$ cat src/hw/rtl/rmwu_pkg.sv
// ----------------------------------------------------------------------------
// rmwu_pkg
// Types, constants and arithmetic helpers of the weight update engine.
// ----------------------------------------------------------------------------
package rmwu_pkg;

    localparam int unsigned NumWeightsDefault = 1024;
    localparam int unsigned IdxW  = 10;
    localparam int unsigned ValW  = 48;
    localparam int unsigned FacW  = 40;
    localparam int unsigned CfgAW = 3;

    // register indexes
    localparam logic [CfgAW-1:0] REG_USE_RPROP    = 3'd0;
    localparam logic [CfgAW-1:0] REG_USE_MOMENTUM = 3'd1;
    localparam logic [CfgAW-1:0] REG_LEARN_RATE   = 3'd2;
    localparam logic [CfgAW-1:0] REG_MOM_COEFF    = 3'd3;
    localparam logic [CfgAW-1:0] REG_ETA_PLUS     = 3'd4;
    localparam logic [CfgAW-1:0] REG_ETA_MINUS    = 3'd5;
    localparam logic [CfgAW-1:0] REG_MAX_STEP     = 3'd6;
    localparam logic [CfgAW-1:0] REG_MIN_STEP     = 3'd7;

    // sign codes
    localparam logic [1:0] SGN_ZERO = 2'd0;
    localparam logic [1:0] SGN_POS  = 2'd1;
    localparam logic [1:0] SGN_NEG  = 2'd2;

    // operation classes chosen by the front end
    localparam logic [1:0] OP_LOAD  = 2'd0;
    localparam logic [1:0] OP_DESC  = 2'd1;
    localparam logic [1:0] OP_RPROP = 2'd2;
    localparam logic [1:0] OP_NULL  = 2'd3;

    localparam logic [FacW-1:0] INIT_POINT_ONE = 40'd429496730;
    localparam logic signed [ValW-1:0] MAX48 = {1'b0, {(ValW-1){1'b1}}};
    localparam logic signed [ValW-1:0] MIN48 = {1'b1, {(ValW-1){1'b0}}};

    typedef struct packed {
        logic [1:0]             op;
        logic                   use_mom;
        logic [IdxW-1:0]        idx;
        logic signed [ValW-1:0] opv;
    } req_t;

    // saturate a 50-bit signed sum to 48 bits
    function automatic logic signed [ValW-1:0] sat50(input logic signed [ValW+1:0] v);
        logic signed [ValW+1:0] hi;
        logic signed [ValW+1:0] lo;
        hi = {{2{MAX48[ValW-1]}}, MAX48};
        lo = {{2{MIN48[ValW-1]}}, MIN48};
        if (v > hi) return MAX48;
        else if (v < lo) return MIN48;
        else return v[ValW-1:0];
    endfunction

endpackage

$ cat src/hw/rtl/rmwu_front.sv
// ----------------------------------------------------------------------------
// rmwu_front
// Accepts requests, classifies them and pushes them into a two-entry queue.
// ----------------------------------------------------------------------------
module rmwu_front #(
    parameter int unsigned NUM_WEIGHTS = rmwu_pkg::NumWeightsDefault
) (
    input  logic                   aclk,
    input  logic                   aresetn,
    input  logic                   s_valid,
    output logic                   s_ready,
    input  logic                   s_cmd,
    input  logic [9:0]             s_weight_index,
    input  logic signed [47:0]     s_operand_value,
    input  logic                   use_rprop,
    input  logic                   use_momentum,
    input  logic                   q_pop,
    output logic                   q_valid,
    output rmwu_pkg::req_t         q_head
);
    rmwu_pkg::req_t q_reg [2];
    logic       wp_reg, rp_reg;
    logic [1:0] cnt_reg;
    rmwu_pkg::req_t req;

    assign s_ready = (cnt_reg != 2'd2);
    assign q_valid = (cnt_reg != 2'd0);
    assign q_head  = q_reg[rp_reg];

    // classify
    always_comb begin
        req.idx     = s_weight_index;
        req.opv     = s_operand_value;
        req.use_mom = use_momentum;
        if (32'(s_weight_index) >= NUM_WEIGHTS) req.op = rmwu_pkg::OP_NULL;
        else if (!s_cmd)                       req.op = rmwu_pkg::OP_LOAD;
        else if (use_rprop)                    req.op = rmwu_pkg::OP_RPROP;
        else                                   req.op = rmwu_pkg::OP_DESC;
    end

    always_ff @(posedge aclk) begin
        if (s_valid && s_ready) q_reg[wp_reg] <= req;
    end

    always_ff @(posedge aclk) begin
        if (!aresetn) begin
            wp_reg  <= 1'b0;
            rp_reg  <= 1'b0;
            cnt_reg <= 2'd0;
        end else begin
            if (s_valid && s_ready) wp_reg <= ~wp_reg;
            if (q_pop) rp_reg <= ~rp_reg;
            cnt_reg <= cnt_reg + {1'b0, s_valid && s_ready} - {1'b0, q_pop};
        end
    end
endmodule

$ cat config.mk
export PLATFORM = sky130hd
export DESIGN_NAME = rmwu_front
export DESIGN_NICKNAME = d
export VERILOG_FILES = /design/src/hw/rtl/rmwu_pkg.sv /design/src/hw/rtl/rmwu_front.sv
export SDC_FILE = /design/constraint.sdc
export NUM_CORES = 1
export LEC_CHECK = 0
export ABC_AREA = 1
export BUFFER_PORTS_ARGS = -buffer_cell sky130_fd_sc_hd__buf_2
export CORE_UTILIZATION = 42
export DETAILED_ROUTE_END_ITERATION = 7
export PLACE_DENSITY = 0.63
export SLEW_MARGIN = 40
export SYNTH_ARGS = -nofsm -noshare
export SYNTH_HDL_FRONTEND = slang
export SYNTH_SLANG_ARGS = --single-unit
$ cat constraint.sdc
create_clock -name aclk -period 8.5 [get_ports aclk]
set_clock_uncertainty 0.2 [all_clocks]
set_input_delay 0.425 -clock aclk [delete_from_list [all_inputs] [get_ports aclk]]
set_output_delay 0.425 -clock aclk [all_outputs]
set_load 0.05 [all_outputs]
==> flow_summary_export.csv, run 1 <==
group,metric,value,unit
clocking,cts.sinks,127,
drt,drt-pass1-iter-count,6,
synthesis,postSynthAreaPerCell,21.8,um2
clocking,clkTransAtPathRegs,0.06,ns
global_routing,grt_pass1_wl,12.6,mm
global_routing,grt_usage,13.8,%
placed_design,post-place-ws,5.91,ns
drt,route.vias.total,2509,
synthesis,netlist_area,4940,um2
clocking,post-cts-setup-buffers,0,
global_routing,grt_pass1_vias,2548,
floorplan,coreArea,11500,um2
critical_path,critPathLaunchType,"flop",
critical_path,arrival,2.30,ns
drt,routedWlPerCell,14.8,um
sta,worst_slew_pin_slew,0.669,ns
critical_path,reg2reg_to,"q_reg[1][35]$_DFFE_PP_",
drt,viasPerCell,4.60,
pwr,intPower,1.31,mW
sta,max_freq,342,MHz
synthesis,synth.top_cell.area_share,74.1,%
sta,rsz0062_at_grt,"no",
pwr,clockPowerShare,39.2,%
critical_path,crit_type,"flop to output pin",
sta,final-max-slew-violation-count,0,
synthesis,yosysMostFrequentCell,"edfxtp_1",
clocking,cts_tree,"built",
placed_design,gp_congestion,0.669,
job,max-cap-violations,0,
drt,antenna_left,0,
sta,final.setup.tns,0,ns
critical_path,crit_fanout,36,
global_routing,grt_antenna_before_repair,1,
critical_path,r2r_slack,6.17,ns
clocking,ctsLongestPathBuffers,2,
finish,drive_gt1_share,55.1,%
drt,drcViolationCount,0,
synthesis,synth_area_leaders,"edfxtp_1 (74%), mux2_4 (18%), buf_12 (2.4%)",
global_routing,grt_max_degree,38,
synthesis,syn-num-nets,293,
finish,largest_reg_flops,122,
clocking,clk_latency,0.40,ns
synthesis,yosys_warnings,0,
finish,synthToLayoutAreaGrowth,31.1,%
critical_path,regToRegStartpoint,"cnt_reg[0]$_SDFF_PN0_",
drt,initialDrtViolationCount,104,
floorplan,rows,39,
hold_path,hp-start,"s_operand_value[10]",
pwr,p_sw,0.470,mW
floorplan,die_w,110,um
finish,nets,456,
pwr,power.static_leakage,2.62,nW
global_routing,grt_overflow_total,0,
clocking,hold_buffers,12,
pwr,power_frac_seq,43.2,%
floorplan,dieArea,12200,um2
sta,fin_crit,2.92,ns
sta,fin_crit_sh,34.4,%
synthesis,synth_seq_cells,127,
synthesis,ys_seq_area_share,76.1,%
finish,regArea,3770,um2
hold_path,min_to,"q_reg[0][10]$_DFFE_PP_",
critical_path,cp.required,7.88,ns
clocking,htree_levels,4,
sta,max_slew_margin,55.4,%
sta,hold_viol,0,
floorplan,start_util,43.1,%
drt,postRouteWirelength,8.06,mm
sta,setup_ws,5.58,ns
finish,multi_input_area,1040,um2
synthesis,synth_area_leader_cell,"edfxtp_1",
synthesis,yosysUniqueCellTypes,13,
pwr,p_per_area,274,nW/um2
synthesis,synth-main-ff-cell,"edfxtp_1",
synthesis,async_reset_ff_share,0,%
status,status,"completed",
sta,setup_violations,0,
pwr,vdd.ir_drop.worst,0.000143,V
pwr,combPwrFrac,17.6,%
placed_design,portBuffers,127,
clocking,cts_buffers,17,
floorplan,die-height,110,um
finish,nFillCells,892,
hold_path,hold_path_depth,1,
floorplan,io_pins,128,
synthesis,synth_cells,227,
finish,n_antenna_cell,0,
synthesis,synthTopCellsByCount,"edfxtp_1 (122), mux2_4 (60), nand2_1 (13)",
critical_path,setup.worst_path.end_class,"output pin",
clocking,cts_resized,0,
pwr,swShare,26.4,%
hold_path,worstHoldPathType,"primary input to flop",
clocking,clockRootBuffer,"clkbuf_16",
placed_design,dpl.hpwl,5.22,mm
synthesis,synth_edf_count,122,
critical_path,worst_r2r_path_depth,6,
==> kinds of logic (layout without fill, tap and decap cells) <==
kind of cell,Yosys count,in the layout,synth area share [%]
muxes,61,61,18.5
and+or+nand+nor,22,22,1.70
buffers and inverters,14,190,3.19
AOI/OAI and AO/OA,1,1,0.101
adders and majority gates,1,1,0.253
DFF,127,127,76.1
xor gates and xnor gates,1,1,0.177
==> layout make-up <==
type                    instances  area share (%)
multi-input cells              86            16.0
clock inverters                14            2.30
repair buffers                151            13.8
clock buffers                  18            6.62
inverters                       7           0.406
well taps                     143            2.76
flip-flops and latches        127            58.1
==> layout by cell type (no fill, tap or decap) <==
cell	count
inv_1	7
dfxtp_4	1
clkbuf_16	17
bufinv_16	3
buf_16	1
dfxtp_1	4
clkbuf_1	1
clkinv_1	5
ha_1	1
xnor2_1	1
nor2_4	2
buf_8	1
buf_2	127
mux2_2	1
a21oi_1	1
clkinvlp_4	4
mux2_4	60
nand3_1	1
clkinv_2	2
edfxtp_1	122
dlygate4sd3_1	19
nor2_1	6
buf_4	3
nand2_1	13
==> critical path: stages, from the launching register on <==
cell and delay (ns):
dfxtp_4 0.65, buf_4 0.62, mux2_4 0.36, buf_2 0.21
==> stage by stage <==
step           util (%)  cells  hold slack [ns]  cell area (um2)  power, mW
2_1_floorplan         -    227            0.263             4940       1.03
3_3_place_gp       49.4    493            0.280             5670       1.08
3_5_place_dp       49.6    494            0.289             5680       1.09
4_1_cts            55.6    538         0.000111             6380       1.79
5_1_grt            56.5    546          0.00115             6480       1.84
6_report           56.5    546           0.0175             6480       1.78
==> power by group through the flow <==
stage / Sequential (mW) / Combinational (mW) / Clock [mW]
floorplan: 0.776 / 0.250 / 0
global placement: 0.778 / 0.302 / 0
detailed placement: 0.780 / 0.308 / 0
CTS: 0.768 / 0.313 / 0.713
global route: 0.771 / 0.330 / 0.739
finish: 0.767 / 0.313 / 0.697
==> worst max path at each step <==
| stage | start | to | slack (ns) | cells after the start |
|---|---|---|---|---|
| after floorplan | cnt_reg[0]$_SDFF_PN0_ | q_reg[1][0]$_DFFE_PP_ | 4.23 | 4 |
| after global placement | s_valid | q_reg[0][39]$_DFFE_PP_ | 5.92 | 4 |
| after detailed placement | s_valid | q_reg[1][31]$_DFFE_PP_ | 5.91 | 4 |
| after CTS | flop | q_head[49] | 5.52 | 3 |
| after global routing | flop | q_head[40] | 5.47 | 3 |
| final | flop | q_head[40] | 5.58 | 3 |
==> layer usage <==
layer,vias to the layer above,routed length (um),global-route usage (%)
met1,1208,3220,16.1
met3,13,487,4.67
met2,88,4210,22.6
met5,-,13,0
li1,1198,-,-
met4,2,127,7.20
Note: power is estimated with default switching activity, not from simulation.
==> run 2, diff against run 1 <==
--- a/config.mk
+++ b/config.mk
@@ -9,7 +9,7 @@
 export BUFFER_PORTS_ARGS = -buffer_cell sky130_fd_sc_hd__buf_2
 export CORE_UTILIZATION = 42
 export DETAILED_ROUTE_END_ITERATION = 7
-export PLACE_DENSITY = 0.63
+export PLACE_DENSITY = 0.65
 export SLEW_MARGIN = 40
 export SYNTH_ARGS = -nofsm -noshare
 export SYNTH_HDL_FRONTEND = slang
==> constraint.sdc (replaced) <==
create_clock -name aclk -period 2.35 [get_ports aclk]
set_clock_uncertainty 0.2 [all_clocks]
set_input_delay 0.1175 -clock aclk [delete_from_list [all_inputs] [get_ports aclk]]
set_output_delay 0.1175 -clock aclk [all_outputs]
set_load 0.05 [all_outputs]
==> flow_summary_export.csv, run 2 (same netlist as run 1, synthesis figures left out) <==
group,metric,value,unit
critical_path,setup.worst_path.end_class,"output pin",
clocking,post-cts-setup-buffers,0,
pwr,vdd.ir_drop.worst,0.000661,V
pwr,p_sw,1.74,mW
finish,layout_commonest_cell,"buf_2",
floorplan,start_util,43.1,%
global_routing,grt_pass1_vias,2913,
global_routing,grt_antenna_before_repair,0,
sta,rsz0062_at_grt,"no",
clocking,clk_latency,0.41,ns
critical_path,crit_family,"buffers and inverters",
sta,fin_crit,2.03,ns
sta,fin_crit_sh,86.5,%
sta,hold_viol,0,
hold_path,worstHoldPathType,"primary input to flop",
critical_path,critPathLaunchType,"flop",
global_routing,grt_usage,15.6,%
floorplan,dieArea,12200,um2
finish,n_antenna_cell,0,
finish,largest_reg_flops,122,
critical_path,arrival,1.71,ns
critical_path,critical_path_buf_inv_count,2,
clocking,cts.sinks,127,
clocking,cts_resized,0,
placed_design,gp_congestion,0.723,
critical_path,path_cells,"buf_4 -> mux2_4 -> buf_2",
clocking,ctsLongestPathBuffers,2,
drt,postRouteWirelength,8.96,mm
pwr,combPwrFrac,18.6,%
global_routing,grt_pass1_wl,14.5,mm
pwr,clockPowerShare,39.8,%
clocking,hold_buffers,66,
critical_path,cp.required,2.03,ns
critical_path,crit_fanout,15,
floorplan,rows,39,
global_routing,grt_max_degree,44,
finish,layout_common_cells,"buf_2 (127), edfxtp_1 (122), dlygate4sd3_1 (66)",
floorplan,coreArea,11500,um2
status,status,"completed",
finish,regArea,3770,um2
sta,max_freq,492,MHz
global_routing,grt_overflow_total,0,
placed_design,dpl.hpwl,5.50,mm
drt,route.vias.total,2689,
critical_path,slowest_delay,0.43,ns
sta,worst_slew_pin_slew,0.297,ns
drt,wl_met1,3.90,mm
job,max-cap-violations,0,
finish,drive_gt1_share,50.4,%
clocking,htree_levels,4,
finish,synthToLayoutAreaGrowth,42.0,%
finish,multi_input_area,1050,um2
drt,initialDrtViolationCount,141,
floorplan,io_pins,128,
drt,antenna_left,0,
pwr,power_frac_seq,41.6,%
drt,dr_wl_met2,4.47,mm
sta,max_slew_margin,80.2,%
sta,setup_violations,0,
sta,final.setup.tns,0,ns
floorplan,die_w,110,um
pwr,total_power,6.64,mW
pwr,power.static_leakage,2.86,nW
drt,viasPerCell,4.52,
pwr,p_per_area,946,nW/um2
pwr,intPower,4.90,mW
sta,final-max-slew-violation-count,0,
clocking,clockRootBuffer,"clkbuf_16",
placed_design,portBuffers,127,
clocking,cts_tree,"built",
drt,met3_length,484,um
clocking,cts_buffers,17,
drt,drt-pass1-iter-count,4,
drt,routedWlPerCell,15.1,um
critical_path,crit_path_top_delay_cell,"dfxtp_4",
critical_path,crit_type,"flop to output pin",
floorplan,die-height,110,um
drt,drcViolationCount,0,
pwr,swShare,26.2,%
clocking,clkTransAtPathRegs,0.05,ns
drt,top_layer,"met4",
finish,nets,505,
finish,nFillCells,830,
run 2: cell count changes in the layout (fill, tap and decap cells not counted), sizes merged:
cell	change
dlygate4sd3	+47
bufinv	+1
clkinv	+2
buf	+2
clkinvlp	-2
clkbuf	-1
run 2: final cells by class:
cell class	count	area share, %
Inverter	7	0.374
Multi-Input combinational cell	86	14.9
Clock inverter	15	2.50
Clock buffer	17	6.06
Tap cell	143	2.55
Timing Repair Buffer	200	19.9
Sequential cell	127	53.7
run 2: power groups by stage:
stage | Sequential [mW] | Combinational (mW) | Clock, mW
floorplan | 2.79 | 0.915 | 0
global placement | 2.80 | 1.14 | 0
detailed placement | 2.81 | 1.15 | 0
CTS | 2.77 | 1.25 | 2.69
global route | 2.78 | 1.30 | 2.79
finish | 2.76 | 1.23 | 2.64
run 2: per-layer routing:
layer | up-vias | global-route usage, %
met2 | 96 | 25.6
met3 | 11 | 5.21
met5 | - | 0
met1 | 1285 | 18.8
li1 | 1297 | -
met4 | 0 | 6.40
run 2: stage by stage:
step	area (um2)	util (%)	hold WS, ns	instances	setup slack (ns)
6_report	7020	61.2	0.227	595	0.318
2_1_floorplan	4970	-	0.0110	227	0.0922
3_5_place_dp	5760	50.2	0.109	497	0.707
5_1_grt	7020	61.2	0.232	595	0.249
3_3_place_gp	5760	50.2	0.106	497	0.768
4_1_cts	7020	61.2	0.209	595	0.285
run 2: final timing paths:
check                   startpoint                      to  slack [ns]  cells after the start
min reg2reg    rp_reg$_SDFFE_PN0P_     rp_reg$_SDFFE_PN0P_        0.30                      2
max                           flop               q_head[8]        0.32                      3
min            s_operand_value[32]  q_reg[1][32]$_DFFE_PP_        0.23                      2
max reg2reg  cnt_reg[0]$_SDFF_PN0_   cnt_reg[0]$_SDFF_PN0_        0.36                      8
==> run 3, diff against run 2 <==
--- a/config.mk
+++ b/config.mk
@@ -8,8 +8,9 @@
 export ABC_AREA = 1
 export BUFFER_PORTS_ARGS = -buffer_cell sky130_fd_sc_hd__buf_2
 export CORE_UTILIZATION = 42
+export CTS_BUF_LIST = sky130_fd_sc_hd__clkbuf_8
 export DETAILED_ROUTE_END_ITERATION = 7
-export PLACE_DENSITY = 0.65
+export PLACE_DENSITY = 0.63
 export SLEW_MARGIN = 40
 export SYNTH_ARGS = -nofsm -noshare
 export SYNTH_HDL_FRONTEND = slang
==> constraint.sdc (replaced) <==
create_clock -name aclk -period 2.3 [get_ports aclk]
set_clock_uncertainty 0.2 [all_clocks]
set_input_delay 0.69 -clock aclk [delete_from_list [all_inputs] [get_ports aclk]]
set_output_delay 0.69 -clock aclk [all_outputs]
set_load 0.05 [all_outputs]
==> flow_summary_export.csv, run 3 (same netlist as run 1, synthesis figures left out) <==
group,metric,value,unit
finish,synthToLayoutAreaGrowth,37.3,%
pwr,combPwrFrac,23.0,%
placed_design,post-place-ws,0.209,ns
sta,fin_crit,2.45,ns
clocking,ctsLongestPathBuffers,2,
drt,drt-pass1-iter-count,4,
clocking,clkTransAtPathRegs,0.07,ns
floorplan,start_util,43.1,%
clocking,htree_levels,4,
global_routing,grtUsageMet3,5.54,%
floorplan,coreArea,11500,um2
sta,hold_viol,0,
pwr,power_frac_seq,45.4,%
global_routing,use_met1,15.1,%
finish,layoutNonFillerInstCount,540,
critical_path,crit_fanout,6,
floorplan,dieArea,12200,um2
sta,final-max-slew-violation-count,0,
drt,route.vias.total,2503,
pwr,power.static_leakage,2.72,nW
floorplan,die_w,110,um
floorplan,die-height,110,um
floorplan,rows,39,
clocking,cts_tree,"built",
global_routing,busiest_layer,"met2",
drt,viasPerCell,4.64,
drt,routedWlPerCell,15.6,um
clocking,clockRootBuffer,"clkbuf_8",
global_routing,grt_pass1_wl,12.4,mm
critical_path,critical_path_buf_inv_count,3,
finish,nFillCells,876,
clocking,clk_latency,0.42,ns
drt,initialDrtViolationCount,87,
placed_design,portBuffers,127,
sta,max_freq,408,MHz
global_routing,grt_usage,13.8,%
sta,worst_slew_pin_slew,0.248,ns
sta,setup_violations,61,
critical_path,setup.worst_path.end_class,"output pin",
global_routing,grt_antenna_before_repair,1,
drt,postRouteWirelength,8.44,mm
global_routing,grt_max_degree,37,
critical_path,crit_type,"flop to output pin",
sta,rsz0062_at_grt,"yes",
sta,max_slew_margin,83.6,%
finish,largest_reg_flops,122,
clocking,cts.sinks,127,
finish,layout_commonest_cell,"edfxtp_1",
critical_path,slowest_delay,0.37,ns
critical_path,critPathLaunchType,"flop",
finish,layout_common_cells,"edfxtp_1 (122), buf_2 (66), buf_6 (62)",
sta,setup_ws,-0.148,ns
pwr,clockPowerShare,31.6,%
critical_path,arrival,1.56,ns
pwr,swShare,28.2,%
critical_path,crit_family,"buffers and inverters",
pwr,p_sw,1.74,mW
hold_path,worstHoldPathType,"primary input to flop",
pwr,p_per_area,913,nW/um2
placed_design,placed_cells,498,
placed_design,gp_congestion,0.661,
critical_path,cp.required,1.41,ns
drt,antenna_left,0,
critical_path,critPathMostFrequentCell,"buf_6",
global_routing,grt_overflow_total,0,
pwr,vdd.ir_drop.worst,0.000408,V
job,max-cap-violations,0,
drt,drcViolationCount,0,
sta,fin_crit_sh,106,%
global_routing,grtUsageMet2,23.2,%
finish,nets,449,
pwr,intPower,4.45,mW
finish,drive_gt1_share,60.6,%
status,status,"finished with violations",
global_routing,grt_pass1_vias,2538,
critical_path,path_cells,"buf_6 -> clkbuf_16 -> mux2_4 -> buf_6",
placed_design,dpl.hpwl,5.22,mm
floorplan,io_pins,128,
clocking,cts_buffers,17,
critical_path,crit_path_top_delay_cell,"dfxtp_4",
status,violations,"negative setup slack",
==> run 3: cell count changes in the layout (fill, tap and decap cells not counted), moves of 5 or more <==
cell	before	now
buf_12	4	9
buf_2	127	66
buf_6	0	62
clkbuf_16	17	4
clkbuf_8	0	18
dlygate4sd3_1	66	0
==> run 3: power by group through the flow <==
stage                     registers [mW]  logic, mW  clock network, mW
after floorplan                     2.85      0.938                  0
final                               2.81       1.43               1.96
after CTS                           2.82       1.39               2.02
after detailed placement            2.87       1.20                  0
after global routing                2.83       1.49               2.11
after global placement              2.86       1.19                  0
==> run 3: final cells by class <==
cell class / instances / area (um2) / area share (%)
multi-input cells: 86 / 1060 / 15.6
diodes: 1 / 2.50 / 0.0369
inverters: 7 / 26.3 / 0.387
flip-flops and latches: 127 / 3770 / 55.5
clock inverters: 14 / 169 / 2.49
repair buffers: 144 / 1340 / 19.7
well taps: 143 / 179 / 2.64
clock buffers: 18 / 248 / 3.65
==> run 3: worst paths after layout <==
check                        start                endpoint  slack (ns)  depth (start not counted)
max reg2reg  cnt_reg[0]$_SDFF_PN0_   cnt_reg[1]$_SDFF_PN0_        0.75                         11
max                           flop              q_head[37]       -0.15                          4
min              s_weight_index[6]  q_reg[0][54]$_DFFE_PP_        0.25                          1
min reg2reg    rp_reg$_SDFFE_PN0P_     rp_reg$_SDFFE_PN0P_        0.31                          2
==> run 3: metrics by stage <==
stage	utilization [%]	setup TNS, ns	hold WS (ns)	cell area (um2)	total power [mW]
after floorplan	-	-0.979	0.263	4980	3.79
after global placement	50.8	0	0.281	5820	4.05
after detailed placement	50.8	0	0.302	5820	4.07
after CTS	57.9	-9.12	0.212	6650	6.24
after global routing	59.2	-12.03	0.208	6780	6.43
final	59.2	-7.85	0.249	6790	6.20
==> run 3: worst reg2reg max path: cells and delay by family, from the launching register on <==
family                   cells  cell delay [ns]
adder cells (fa/ha/maj)      1             0.19
buffers and inverters        2             0.12
XOR/XNOR                     1             0.13
flip-flops                   1             0.34
AND/OR/NAND/NOR              7             0.48
==> run 3: timing repair <==
item                                    CTS  global route
endpoints found under the setup margin   61            61
resized for setup                       122             5
gates cloned                              0             4
pin swaps                                 0             0
hold buffers                              0             0
setup buffers                             3             2
endpoints found under the hold margin     0             0
==> run 3: layer usage <==
layer	part of all wire [%]	up-vias
met1	41	1224
met3	5.7	10
met2	52	80
li1	-	1189
met5	0	-
met4	1.2	0
